$ cat config.mk
export PLATFORM = sky130hd
export DESIGN_NAME = integer_to_radix_string_core_flat
export DESIGN_NICKNAME = d
export VERILOG_FILES = /design/src/hdl/itrs_pkg.sv /design/src/hdl/itrs_if.sv /design/src/hdl/integer_to_radix_string_core.sv /design/src/hdl/itrs_div.sv /design/src/flat_wrapper.sv
export SDC_FILE = /design/constraint.sdc
export NUM_CORES = 1
export LEC_CHECK = 0
export BUFFER_PORTS_ARGS = -buffer_cell sky130_fd_sc_hd__buf_2
export CORE_AREA = 5 5 152 154
export CTS_CLUSTER_SIZE = 25
export DETAILED_ROUTE_END_ITERATION = 8
export DIE_AREA = 0 0 157 159
export PLACE_DENSITY = 0.79
export SETUP_SLACK_MARGIN = 0.4
export SLEW_MARGIN = 10
export SYNTH_ARGS = -nofsm -noshare
export SYNTH_HDL_FRONTEND = slang
export SYNTH_HIERARCHICAL = 1
export SYNTH_SLANG_ARGS = --single-unit
$ cat constraint.sdc
create_clock -name i_clk -period 3.5 [get_ports i_clk]
set_input_delay 0.35 -clock i_clk [delete_from_list [all_inputs] [get_ports i_clk]]
set_output_delay 0.35 -clock i_clk [all_outputs]
set_load 0.02 [all_outputs]
$ cat src/hdl/itrs_pkg.sv
`default_nettype none
// ----------------------------------------------------------------------------
// itrs_pkg
// Shared types, constants and the digit symbol map for the radix text core.
// ----------------------------------------------------------------------------
package itrs_pkg;

    localparam int VALUE_WIDTH_DEF = 32;
    localparam int BASE_W          = 6;
    localparam int DIGIT_W         = 6;
    localparam int CHAR_W          = 8;

    localparam logic [BASE_W-1:0] BASE_MIN = BASE_W'(2);
    localparam logic [BASE_W-1:0] BASE_MAX = BASE_W'(35);
    localparam logic [BASE_W-1:0] BASE_HEX = BASE_W'(16);

    localparam logic [CHAR_W-1:0] CHAR_NUL   = 8'h00;
    localparam logic [CHAR_W-1:0] CHAR_ZERO  = 8'h30;
    localparam logic [CHAR_W-1:0] CHAR_X     = 8'h78;
    localparam logic [CHAR_W-1:0] CHAR_MINUS = 8'h2d;
    localparam logic [CHAR_W-1:0] CHAR_LA    = 8'h61;
    localparam logic [DIGIT_W-1:0] DEC_DIGITS = DIGIT_W'(10);

    typedef struct packed {
        logic              start;
        logic [BASE_W-1:0] base;
    } t_div_ctl;

    // 0-9 then a-z
    function automatic logic [CHAR_W-1:0] digit_char(input logic [DIGIT_W-1:0] d);
        logic [CHAR_W-1:0] dx;
        dx = {{(CHAR_W-DIGIT_W){1'b0}}, d};
        if (d < DEC_DIGITS) begin
            return CHAR_ZERO + dx;
        end else begin
            return CHAR_LA + dx - {{(CHAR_W-DIGIT_W){1'b0}}, DEC_DIGITS};
        end
    endfunction

endpackage
`default_nettype wire

$ cat src/hdl/itrs_if.sv
`default_nettype none
// ----------------------------------------------------------------------------
// itrs_if
// Valid/ready channels: input word (value, base) and output word (character).
// ----------------------------------------------------------------------------
interface itrs_in_if #(
    parameter int VALUE_WIDTH = itrs_pkg::VALUE_WIDTH_DEF
);
    logic                            valid;
    logic                            ready;
    logic signed [VALUE_WIDTH-1:0]   value;
    logic [itrs_pkg::BASE_W-1:0]     base;

    modport source (output valid, output value, output base, input ready);
    modport sink   (input valid, input value, input base, output ready);
endinterface

interface itrs_out_if;
    logic                            valid;
    logic                            ready;
    logic [itrs_pkg::CHAR_W-1:0]     character;
    logic                            last;

    modport source (output valid, output character, output last, input ready);
    modport sink   (input valid, input character, input last, output ready);
endinterface
`default_nettype wire

$ cat src/hdl/integer_to_radix_string_core.sv
`default_nettype none
// ----------------------------------------------------------------------------
// integer_to_radix_string_core
// Signed integer to ASCII text in radix 2..35, terminated by a flagged NUL.
// ----------------------------------------------------------------------------
// One input word at a time. Each digit comes from the bit-serial divider
// (one quotient bit per cycle); the text then leaves as any prefix and
// sign words, the digits (stack memory read, then output register) and the
// NUL word, each held while the output stalls. An out-of-range radix gives
// only the NUL word. Digits are kept in a VALUE_WIDTH-entry stack memory.
// ----------------------------------------------------------------------------
module integer_to_radix_string_core #(
    parameter int VALUE_WIDTH = itrs_pkg::VALUE_WIDTH_DEF
) (
    input  wire logic   i_clk,
    input  wire logic   i_rst_n,
    itrs_in_if.sink     i_in,
    itrs_out_if.source  o_out
);
    import itrs_pkg::*;

    localparam int AW = (VALUE_WIDTH > 1) ? $clog2(VALUE_WIDTH) : 1;
    localparam int NW = $clog2(VALUE_WIDTH + 1);

    localparam logic [2:0] S_IDLE = 3'd0;
    localparam logic [2:0] S_DIV  = 3'd1;
    localparam logic [2:0] S_PFX0 = 3'd2;
    localparam logic [2:0] S_PFXX = 3'd3;
    localparam logic [2:0] S_SIGN = 3'd4;
    localparam logic [2:0] S_RD   = 3'd5;
    localparam logic [2:0] S_DIG  = 3'd6;
    localparam logic [2:0] S_TERM = 3'd7;

    logic [2:0]         r_state, n_state;
    logic               r_neg, r_hex;
    logic [BASE_W-1:0]  r_base;
    logic [NW-1:0]      r_cnt, n_cnt;
    logic [DIGIT_W-1:0] r_mem [VALUE_WIDTH];
    logic [DIGIT_W-1:0] r_rd;
    logic               r_ov;
    logic [CHAR_W-1:0]  r_och;
    logic               r_olast;

    logic                   in_acc;
    logic                   base_ok;
    logic [VALUE_WIDTH-1:0] v_u;
    logic [VALUE_WIDTH-1:0] mag;
    logic                   slot_free;
    logic                   load;
    logic [CHAR_W-1:0]      ld_ch;
    logic                   ld_last;
    logic                   push;
    logic [NW-1:0]          rd_n;
    t_div_ctl               div_ctl;
    logic [VALUE_WIDTH-1:0] div_in;
    logic                   div_done;
    logic [VALUE_WIDTH-1:0] div_quot;
    logic [DIGIT_W-1:0]     div_rem;

    assign v_u       = i_in.value;
    assign mag       = v_u[VALUE_WIDTH-1] ? ((~v_u) + {{(VALUE_WIDTH-1){1'b0}}, 1'b1}) : v_u;
    assign base_ok   = (i_in.base >= BASE_MIN) && (i_in.base <= BASE_MAX);
    assign i_in.ready = (r_state == S_IDLE);
    assign in_acc    = i_in.valid && i_in.ready;
    assign slot_free = !r_ov || o_out.ready;
    assign rd_n      = r_cnt - 1'b1;
    assign push      = (r_state == S_DIV) && div_done;
    assign div_in    = (r_state == S_IDLE) ? mag : div_quot;

    itrs_div #(.VALUE_WIDTH(VALUE_WIDTH)) u_div (
        .i_clk      (i_clk),
        .i_rst_n    (i_rst_n),
        .i_ctl      (div_ctl),
        .i_dividend (div_in),
        .o_done     (div_done),
        .o_quot     (div_quot),
        .o_rem      (div_rem)
    );

    always_comb begin
        n_state       = r_state;
        n_cnt         = r_cnt;
        load          = 1'b0;
        ld_ch         = CHAR_NUL;
        ld_last       = 1'b0;
        div_ctl.start = 1'b0;
        div_ctl.base  = r_base;
        unique case (r_state)
            S_IDLE: begin
                div_ctl.base = i_in.base;
                if (in_acc) begin
                    n_cnt = '0;
                    if (base_ok) begin
                        div_ctl.start = 1'b1;
                        n_state       = S_DIV;
                    end else begin
                        n_state = S_TERM;
                    end
                end
            end
            S_DIV: begin
                if (div_done) begin
                    n_cnt = r_cnt + 1'b1;
                    if (div_quot == '0) begin
                        n_state = r_hex ? S_PFX0 : (r_neg ? S_SIGN : S_RD);
                    end else begin
                        div_ctl.start = 1'b1;
                    end
                end
            end
            S_PFX0: begin
                if (slot_free) begin
                    load    = 1'b1;
                    ld_ch   = CHAR_ZERO;
                    n_state = S_PFXX;
                end
            end
            S_PFXX: begin
                if (slot_free) begin
                    load    = 1'b1;
                    ld_ch   = CHAR_X;
                    n_state = r_neg ? S_SIGN : S_RD;
                end
            end
            S_SIGN: begin
                if (slot_free) begin
                    load    = 1'b1;
                    ld_ch   = CHAR_MINUS;
                    n_state = S_RD;
                end
            end
            S_RD: begin
                n_cnt   = rd_n;
                n_state = S_DIG;
            end
            S_DIG: begin
                if (slot_free) begin
                    load    = 1'b1;
                    ld_ch   = digit_char(r_rd);
                    n_state = (r_cnt == '0) ? S_TERM : S_RD;
                end
            end
            S_TERM: begin
                if (slot_free) begin
                    load    = 1'b1;
                    ld_ch   = CHAR_NUL;
                    ld_last = 1'b1;
                    n_state = S_IDLE;
                end
            end
            default: begin
                n_state = S_IDLE;
            end
        endcase
    end

    always_ff @(posedge i_clk) begin
        if (!i_rst_n) begin
            r_state <= S_IDLE;
            r_cnt   <= '0;
            r_ov    <= 1'b0;
        end else begin
            r_state <= n_state;
            r_cnt   <= n_cnt;
            if (load) begin
                r_ov <= 1'b1;
            end else if (o_out.ready) begin
                r_ov <= 1'b0;
            end
        end
    end

    always_ff @(posedge i_clk) begin
        if (in_acc) begin
            r_neg  <= v_u[VALUE_WIDTH-1];
            r_hex  <= (i_in.base == BASE_HEX);
            r_base <= i_in.base;
        end
        if (load) begin
            r_och   <= ld_ch;
            r_olast <= ld_last;
        end
    end

    // digit stack
    always_ff @(posedge i_clk) begin
        if (push) begin
            r_mem[r_cnt[AW-1:0]] <= div_rem;
        end
        if (r_state == S_RD) begin
            r_rd <= r_mem[rd_n[AW-1:0]];
        end
    end

    assign o_out.valid     = r_ov;
    assign o_out.character = r_och;
    assign o_out.last      = r_olast;

`ifndef SYNTH
    a_last_is_nul: assert property (@(posedge i_clk) disable iff (!i_rst_n)
        o_out.valid && o_out.last |-> o_out.character == CHAR_NUL)
        else $error("last word carries a nonzero character");

    a_cnt_bound: assert property (@(posedge i_clk) disable iff (!i_rst_n)
        r_cnt <= NW'(VALUE_WIDTH))
        else $error("digit stack overflow");

    a_push_busy: assert property (@(posedge i_clk) disable iff (!i_rst_n)
        push |-> r_state == S_DIV && !i_in.ready)
        else $error("digit pushed outside division");

    a_stall_hold: assert property (@(posedge i_clk) disable iff (!i_rst_n)
        o_out.valid && !o_out.ready |=> o_out.valid && $stable(o_out.character))
        else $error("stalled output word changed");
`endif
endmodule
`default_nettype wire

$ cat src/hdl/itrs_div.sv
`default_nettype none
// ----------------------------------------------------------------------------
// itrs_div
// Bit-serial restoring divider: one quotient bit per cycle, narrow remainder.
// ----------------------------------------------------------------------------
module itrs_div #(
    parameter int VALUE_WIDTH = itrs_pkg::VALUE_WIDTH_DEF
) (
    input  wire logic                          i_clk,
    input  wire logic                          i_rst_n,
    input  wire itrs_pkg::t_div_ctl            i_ctl,
    input  wire logic [VALUE_WIDTH-1:0]        i_dividend,
    output logic                               o_done,
    output logic [VALUE_WIDTH-1:0]             o_quot,
    output logic [itrs_pkg::DIGIT_W-1:0]       o_rem
);
    import itrs_pkg::*;

    localparam int CW = (VALUE_WIDTH > 1) ? $clog2(VALUE_WIDTH) : 1;
    localparam logic [CW-1:0] LAST_BIT = CW'(VALUE_WIDTH - 1);

    logic                   r_busy;
    logic                   r_done;
    logic [CW-1:0]          r_cnt;
    logic [VALUE_WIDTH-1:0] r_q;
    logic [DIGIT_W-1:0]     r_rem;
    logic [BASE_W-1:0]      r_base;

    logic [DIGIT_W:0] trial;
    logic [DIGIT_W:0] diff;
    logic             ge;

    assign trial = {r_rem, r_q[VALUE_WIDTH-1]};
    assign ge    = trial >= {1'b0, r_base};
    assign diff  = trial - {1'b0, r_base};

    always_ff @(posedge i_clk) begin
        if (!i_rst_n) begin
            r_busy <= 1'b0;
            r_done <= 1'b0;
            r_cnt  <= '0;
        end else begin
            r_done <= 1'b0;
            if (i_ctl.start) begin
                r_busy <= 1'b1;
                r_cnt  <= '0;
            end else if (r_busy) begin
                r_cnt <= r_cnt + 1'b1;
                if (r_cnt == LAST_BIT) begin
                    r_busy <= 1'b0;
                    r_done <= 1'b1;
                end
            end
        end
    end

    always_ff @(posedge i_clk) begin
        if (i_ctl.start) begin
            r_q    <= i_dividend;
            r_rem  <= '0;
            r_base <= i_ctl.base;
        end else if (r_busy) begin
            r_q   <= {r_q[VALUE_WIDTH-2:0], ge};
            r_rem <= ge ? diff[DIGIT_W-1:0] : trial[DIGIT_W-1:0];
        end
    end

    assign o_done = r_done;
    assign o_quot = r_q;
    assign o_rem  = r_rem;
endmodule
`default_nettype wire
$ cat src/flat_wrapper.sv
// flat-port wrapper written by rule: the top's interface ports become plain ports
module integer_to_radix_string_core_flat import itrs_pkg::*;
#(
    parameter int VALUE_WIDTH = itrs_pkg::VALUE_WIDTH_DEF
)
  (i_clk, i_rst_n, i_in_valid, i_in_value, i_in_base, i_in_ready, o_out_valid, o_out_character, o_out_last, o_out_ready);
  itrs_in_if #(.VALUE_WIDTH(VALUE_WIDTH)) i_in_i ();
  itrs_out_if o_out_i ();
  input  wire logic i_clk;
  input  wire logic i_rst_n;
  input wire logic [$bits(i_in_i.valid)-1:0] i_in_valid;
  input wire logic [$bits(i_in_i.value)-1:0] i_in_value;
  input wire logic [$bits(i_in_i.base)-1:0] i_in_base;
  output wire logic [$bits(i_in_i.ready)-1:0] i_in_ready;
  output wire logic [$bits(o_out_i.valid)-1:0] o_out_valid;
  output wire logic [$bits(o_out_i.character)-1:0] o_out_character;
  output wire logic [$bits(o_out_i.last)-1:0] o_out_last;
  input wire logic [$bits(o_out_i.ready)-1:0] o_out_ready;
  assign i_in_i.valid = i_in_valid;
  assign i_in_i.value = i_in_value;
  assign i_in_i.base = i_in_base;
  assign i_in_ready = i_in_i.ready;
  assign o_out_valid = o_out_i.valid;
  assign o_out_character = o_out_i.character;
  assign o_out_last = o_out_i.last;
  assign o_out_i.ready = o_out_ready;
  integer_to_radix_string_core #(.VALUE_WIDTH(VALUE_WIDTH)) u_core (.i_clk(i_clk), .i_rst_n(i_rst_n), .i_in(i_in_i), .o_out(o_out_i));
endmodule
# Yosys cells after proc, flatten, opt, wreduce, memory -nomap -nowiden
# Memory sizes are Yosys's and may differ from the RTL's. A register that Yosys moved wholly into a read port is not among the register bits.
# Cells that the tools add are included.
# totals
output_inout_bits	11
reg_bits	78
input_bits	42
wordCells	108
n_memories	1
ram_bits	192
# classes
order_cmp	4
n_eq_ne	18
muxes	43
n_bitwise	3
n_reduce_logical	17
addsub	8
# memory_table
memory	words	word_bits	rd	rd_ports_with_merged_regs	wr	line_no	rtl
u_core.r_mem	32	6	1	1	1	integer_to_radix_string_core.sv:38	logic [DIGIT_W-1:0] r_mem [VALUE_WIDTH];
# op_table
cell	n
2-to-1 mux 32 bit	4
2-to-1 mux 6 bit	6
adder 32 x 1 -> 32 bit (second input constant)	1
logical NOT 32 bit	1
inverter 32 bit	1
case mux 8 bit (4 select lines)	1
2-to-1 mux 3 bit	10
case mux 3 bit (8 select lines)	1
case mux 6 bit (3 select lines)	1
2-to-1 mux 8 bit	2
2-to-1 mux 1 bit	15
== test 3 bit (second input constant)	4
!= test 2 x 1 -> 1 bit (second input constant)	6
adder 7 x 6 -> 8 bit (first input constant)	1
AND reduction 8 bit	1
subtractor 8 x 4 -> 8 bit (second input constant)	1
adder 6 x 6 -> 7 bit (first input constant)	1
greater-or-equal comparator 7 x 6 -> 1 bit	1
2-to-1 mux 7 bit	1
adder 6 x 1 -> 6 bit (second input constant)	1
== test 3 x 2 -> 1 bit (second input constant)	2
== test 6 x 5 -> 1 bit (second input constant)	1
greater-or-equal comparator 6 x 2 -> 1 bit (second input constant)	1
<= comparator 6 bit (second input constant)	1
other kinds (22)	28

# Logic depth before layout (Yosys ltp)
# logic_depth
word_depth	7
depth_mapped	10
mapped_depth_nobuf	8

# Cells and area by module
# The synthesis kept the hierarchy.
# modules_own_cells
module	instances	area_each_um2	cells_per_inst	seq_area_each_um2
integer_to_radix_string_core	1	10675.2	775	6656.4
itrs_div	1	2396.0	176	1401.3

# Worst setup path before layout
# OpenSTA, ideal clock, no wires.
# synth_timing
path_kind	reg2reg
from	reg u_core.r_state[0]
to	reg u_core.u_div.r_q[0] (netlist: u_core/u_div/o_quot[0]), enable pin
slack_ns	0.230
arrival_ns	2.895
setup_time_ns	0.375
required_ns	3.125
path_stages_with_launch	10
n_path_buf	4
synth_period_minus_slack_ns	3.270
cell_sequence	dfxtp_1 -> clkbuf_1 -> or3_1 -> clkbuf_1 -> clkinv_1 -> nand2_1 -> o21ai_0 -> clkbuf_1 -> clkbuf_1 -> or2_2
# synth_lines
element	line_no	rtl
from (decl)	integer_to_radix_string_core.sv:34	logic [2:0] r_state, n_state;
from (signal assigned)	integer_to_radix_string_core.sv:163	r_state <= n_state;
to (signal assigned)	itrs_div.sv:59	r_q <= i_dividend;
to (signal assigned)	itrs_div.sv:63	r_q <= {r_q[VALUE_WIDTH-2:0], ge};
to (decl)	itrs_div.sv:25	logic [VALUE_WIDTH-1:0] r_q;

# Final worst setup path
# layout_timing
from	reg u_core.r_state[0]
to	mem u_core.r_mem[6][1], enable pin
# layout_between
elab_chain_len	4
# layout_lines
element	line_no	rtl
== test 3 x 1 -> 1 bit	integer_to_radix_string_core.sv:67	assign push = (r_state == S_DIV) && div_done;
logical AND 1 bit	integer_to_radix_string_core.sv:67	
2-to-1 mux 1 bit	integer_to_radix_string_core.sv:187	if (push) begin
2-to-1 mux 1 bit (not written as such)	integer_to_radix_string_core.sv:188	r_mem[r_cnt[AW-1:0]] <= div_rem;
to (decl)	integer_to_radix_string_core.sv:38	
# No other way between the ends.

==> flow_summary.toml <==
[timing]
period_share_pct = 82.78
fin_crit_ns = 2.897
finalMaxSlewViolations = 0
slew_headroom_pct = 24.13
clock.fmax_mhz = 345.2
hold_viol_final = 0
tightestPinTransition_ns = 1.130
finalSetupViolations = 0
fin_tns_setup_ns = 0
fin_skew_ns = 0.02010
rsz0062_at_grt = "no"

[detailed_routing]
top_layer_used = "met4"
drt_iter0_markers = 753
wl_met2_um = 13280
vias = 7929
drt-vias-per-instance = 6.099
drcViolationCount = 0
ant_nets = 0
wl_met1_um = 11410
drtPass1Iterations = 5
wl_per_cell_um = 20.87
routed_wirelength_um = 27130
dr_wl_met3_um = 1724

[synthesis]
synth_edf_count = 253
synth_flop_cell = "edfxtp_1"
synth_seq_area_share_pct = 61.64
synth_nets = 1013
avgSynthCellArea_um2 = 13.74
synth_cell_types = 73
async_flop_share_pct = 0
synth_warnings = 6
syn_area_um2 = 13070
syn_inst = 951
synth-seq-cells = 276

[clock_network]
cts_resized = 0
cts_sinks = 276
clk_pin_slew_worst_paths_ns = 0.06
insertion_delay_ns = 0.54
cts_max_level = 1
clock-root-buffer = "clkbuf_16"
clk_path_buf_depth = 3
numCtsBuffers = 28
tritoncts = "done"

[worst_setup_path]
crit_fanout = 18
endpoint_kind = "flop"
r2r_slack_ns = 0.60
crit_arrival_ns = 3.06
reg2reg_from = "u_core/r_state[0]"
r2r-end = "u_core/r_mem[6][1]"
cp-start-kind = "flop"
worstRegToRegCells = 5
required_ns = 3.66
critical_path_class = "reg -> reg"

[worst_hold_path]
hp-start = "i_in_base[2]"
min_to = "u_core/r_base[2]"
hold_class = "in -> reg"
hold_path_depth = 1

[power]
p_int_mw = 7.419
pwr-share-clk_pct = 28.3
ir_drop_v = 0.0004493
switchingPower_mw = 3.334
p_leak_nw = 5.068
p_seq_share_pct = 42.3
p_per_area_nw_per_um2 = 735.7
power_frac_comb_pct = 29.4
switching_share_pct = 31.00

[global_routing]
grt_pass1_vias = 8018
grt_max_degree = 70
grt_overflow = 0
grt_pass1_wl_um = 43040
antenna_found_initial = 0
grt_usage_pct = 21.78

[floorplanning]
core_um2 = 21550
initial_core_util_pct = 60.65
io_pins = 53
die_y_um = 159
die_x_um = 157
die_area_um2 = 24960
fp-row-count = 54

[place]
placed_area_um2 = 13640
place.gp.congestion = 0.8606
port_buffers = 52
hpwl_um = 17890

[layout]
design_area_um2 = 14620
antenna_cells = 0
nets = 1062
area_growth_syn_to_layout_pct = 11.81
drive_gt1_share_pct = 21.27

[status]
status = "complete, no violations"

[flow_run]
maxCapViolCount = 0
==> worst max-delay path, stage by stage (launching register included) <==
cell and delay, ns:
dfxtp_1 0.63, nor2b_1 0.45, nor2b_1 0.25, and2_1 0.25
nand2_1 0.34, nor2_1 0.62
==> area by class of cell <==
type                    instances  area, um^2
repair buffers                 71       445.4
fillers                      1408        6938
multi-input cells             599        4712
well taps                     280       350.3
clock buffers                  36       740.7
flip-flops and latches        276        8061
inverters                      24       90.09
clock inverters                14       215.2
==> state kept, by name, summed over array words and instances (netlist names) <==
signal                  flops
u_core/r_mem              192
u_core/u_div/o_quot        32
u_core/o_out.character      8
u_core/r_base               6
u_core/r_cnt                6
u_core/r_rd                 6
u_core/u_div/o_rem          6
u_core/u_div/r_base         6
u_core/u_div/r_cnt          5
u_core/r_state              3
u_core/o_out.last           1
u_core/o_out.valid          1
u_core/r_hex                1
u_core/r_neg                1
u_core/u_div/o_done         1
u_core/u_div/r_busy         1
==> Yosys cell counts (5+ instances only) <==
master / count / area, um^2
nand2_1: 114 / 427.9
ha_1: 19 / 237.7
o22ai_1: 6 / 37.54
a211oi_1: 6 / 45.04
nor2b_1: 11 / 68.82
mux2i_1: 18 / 180.2
mux2_2: 34 / 382.9
o21ai_1: 9 / 45.04
nand3b_1: 7 / 52.55
a211o_1: 7 / 61.31
buf_2: 7 / 35.03
xnor2_1: 6 / 52.55
nor4_1: 13 / 81.33
o21a_1: 9 / 67.56
nor3_1: 11 / 55.05
inv_1: 23 / 86.33
nand3_1: 7 / 35.03
edfxtp_1: 253 / 7597
o31ai_1: 11 / 82.58
or3_1: 6 / 37.54
dfxtp_1: 23 / 460.4
nor2_1: 72 / 270.3
a21oi_1: 20 / 100.1
xor2_1: 36 / 315.3
nand2b_1: 12 / 75.07
mux4_2: 48 / 1081
o21ai_0: 47 / 235.2
clkbuf_1: 37 / 138.9
o41ai_1: 5 / 43.79
==> power by group through the flow <==
stage                     Clock (mW)  Sequential [mW]  Combinational, mW
after global placement             0             4.60               3.03
after floorplan                    0             4.71               2.15
after CTS                       3.10             4.54               3.17
after detailed placement           0             4.61               3.14
after global routing            3.26             4.58               3.49
final                           3.05             4.54               3.16
==> cells in the final DEF, fill, tap and decap left out, drive strengths merged, types with 4 or more instances in the layout <==
| cell type | count |
|---|---|
| a211o | 7 |
| a211oi | 7 |
| a21oi | 21 |
| a22oi | 4 |
| buf | 69 |
| bufinv | 5 |
| clkbuf | 36 |
| clkinv | 7 |
| dfxtp | 23 |
| edfxtp | 253 |
| ha | 19 |
| inv | 23 |
| mux2 | 35 |
| mux2i | 18 |
| mux4 | 48 |
| nand2 | 114 |
| nand2b | 12 |
| nand3 | 7 |
| nand3b | 7 |
| nand4 | 4 |
| nor2 | 72 |
| nor2b | 11 |
| nor3 | 11 |
| nor4 | 15 |
| o21a | 9 |
| o21ai | 56 |
| o22ai | 6 |
| o31ai | 11 |
| o41ai | 8 |
| or3 | 7 |
| or3b | 5 |
| xnor2 | 6 |
| xor2 | 36 |
==> per-layer routing <==
layer	global-route usage, %	up-vias
met5	0	-
met4	6.154	0
met3	3.099	46
met2	35.56	277
met1	30.93	3894
li1	-	3712
==> through the flow <==
stage	setup slack [ns]	std cells	power (mW)	hold WS [ns]	util [%]
6_report	0.6028	1300	10.75	0.03684	67.81
5_1_grt	0.4729	1300	11.32	0.01764	67.81
4_1_cts	0.6669	1300	10.81	0.01376	67.81
3_5_place_dp	0.6720	1248	7.740	0.4986	63.28
3_3_place_gp	0.7913	1248	7.630	0.4806	63.28
2_1_floorplan	0.4149	951	6.865	0.4489	-
==> worst max path at each step <==
stage / startpoint / endpoint / slack, ns
final: u_core/r_state[0] / u_core/r_mem[6][1] / 0.60
after floorplan: u_core/r_state[0] / u_core/u_div/o_quot[0] / 0.41
after detailed placement: u_core/r_state[0] / u_core/r_mem[30][4] / 0.67
after global routing: u_core/r_state[0] / u_core/r_mem[16][1] / 0.47
after CTS: u_core/r_state[0] / u_core/r_mem[11][4] / 0.67
after global placement: u_core/r_state[0] / u_core/u_div/o_quot[25] / 0.79
==> kinds of logic after synthesis <==
group                      Yosys count  synth area share, %
and+or+nand+nor                    283                10.44
buffers and inverters               76                2.479
DFF                                276                61.64
adders and majority gates           20                1.972
xor gates and xnor gates            42                2.814
muxes                              101                12.69
AOI/OAI and AO/OA                  153                7.955
==> repair_timing <==
item                                    in CTS  in global routing
hold buffers                                 2                  0
setup buffers                                0                  0
hold endpoints to repair                     2                  0
endpoints found under the setup margin       0                  0
Note: power is estimated with default switching activity, not from simulation.
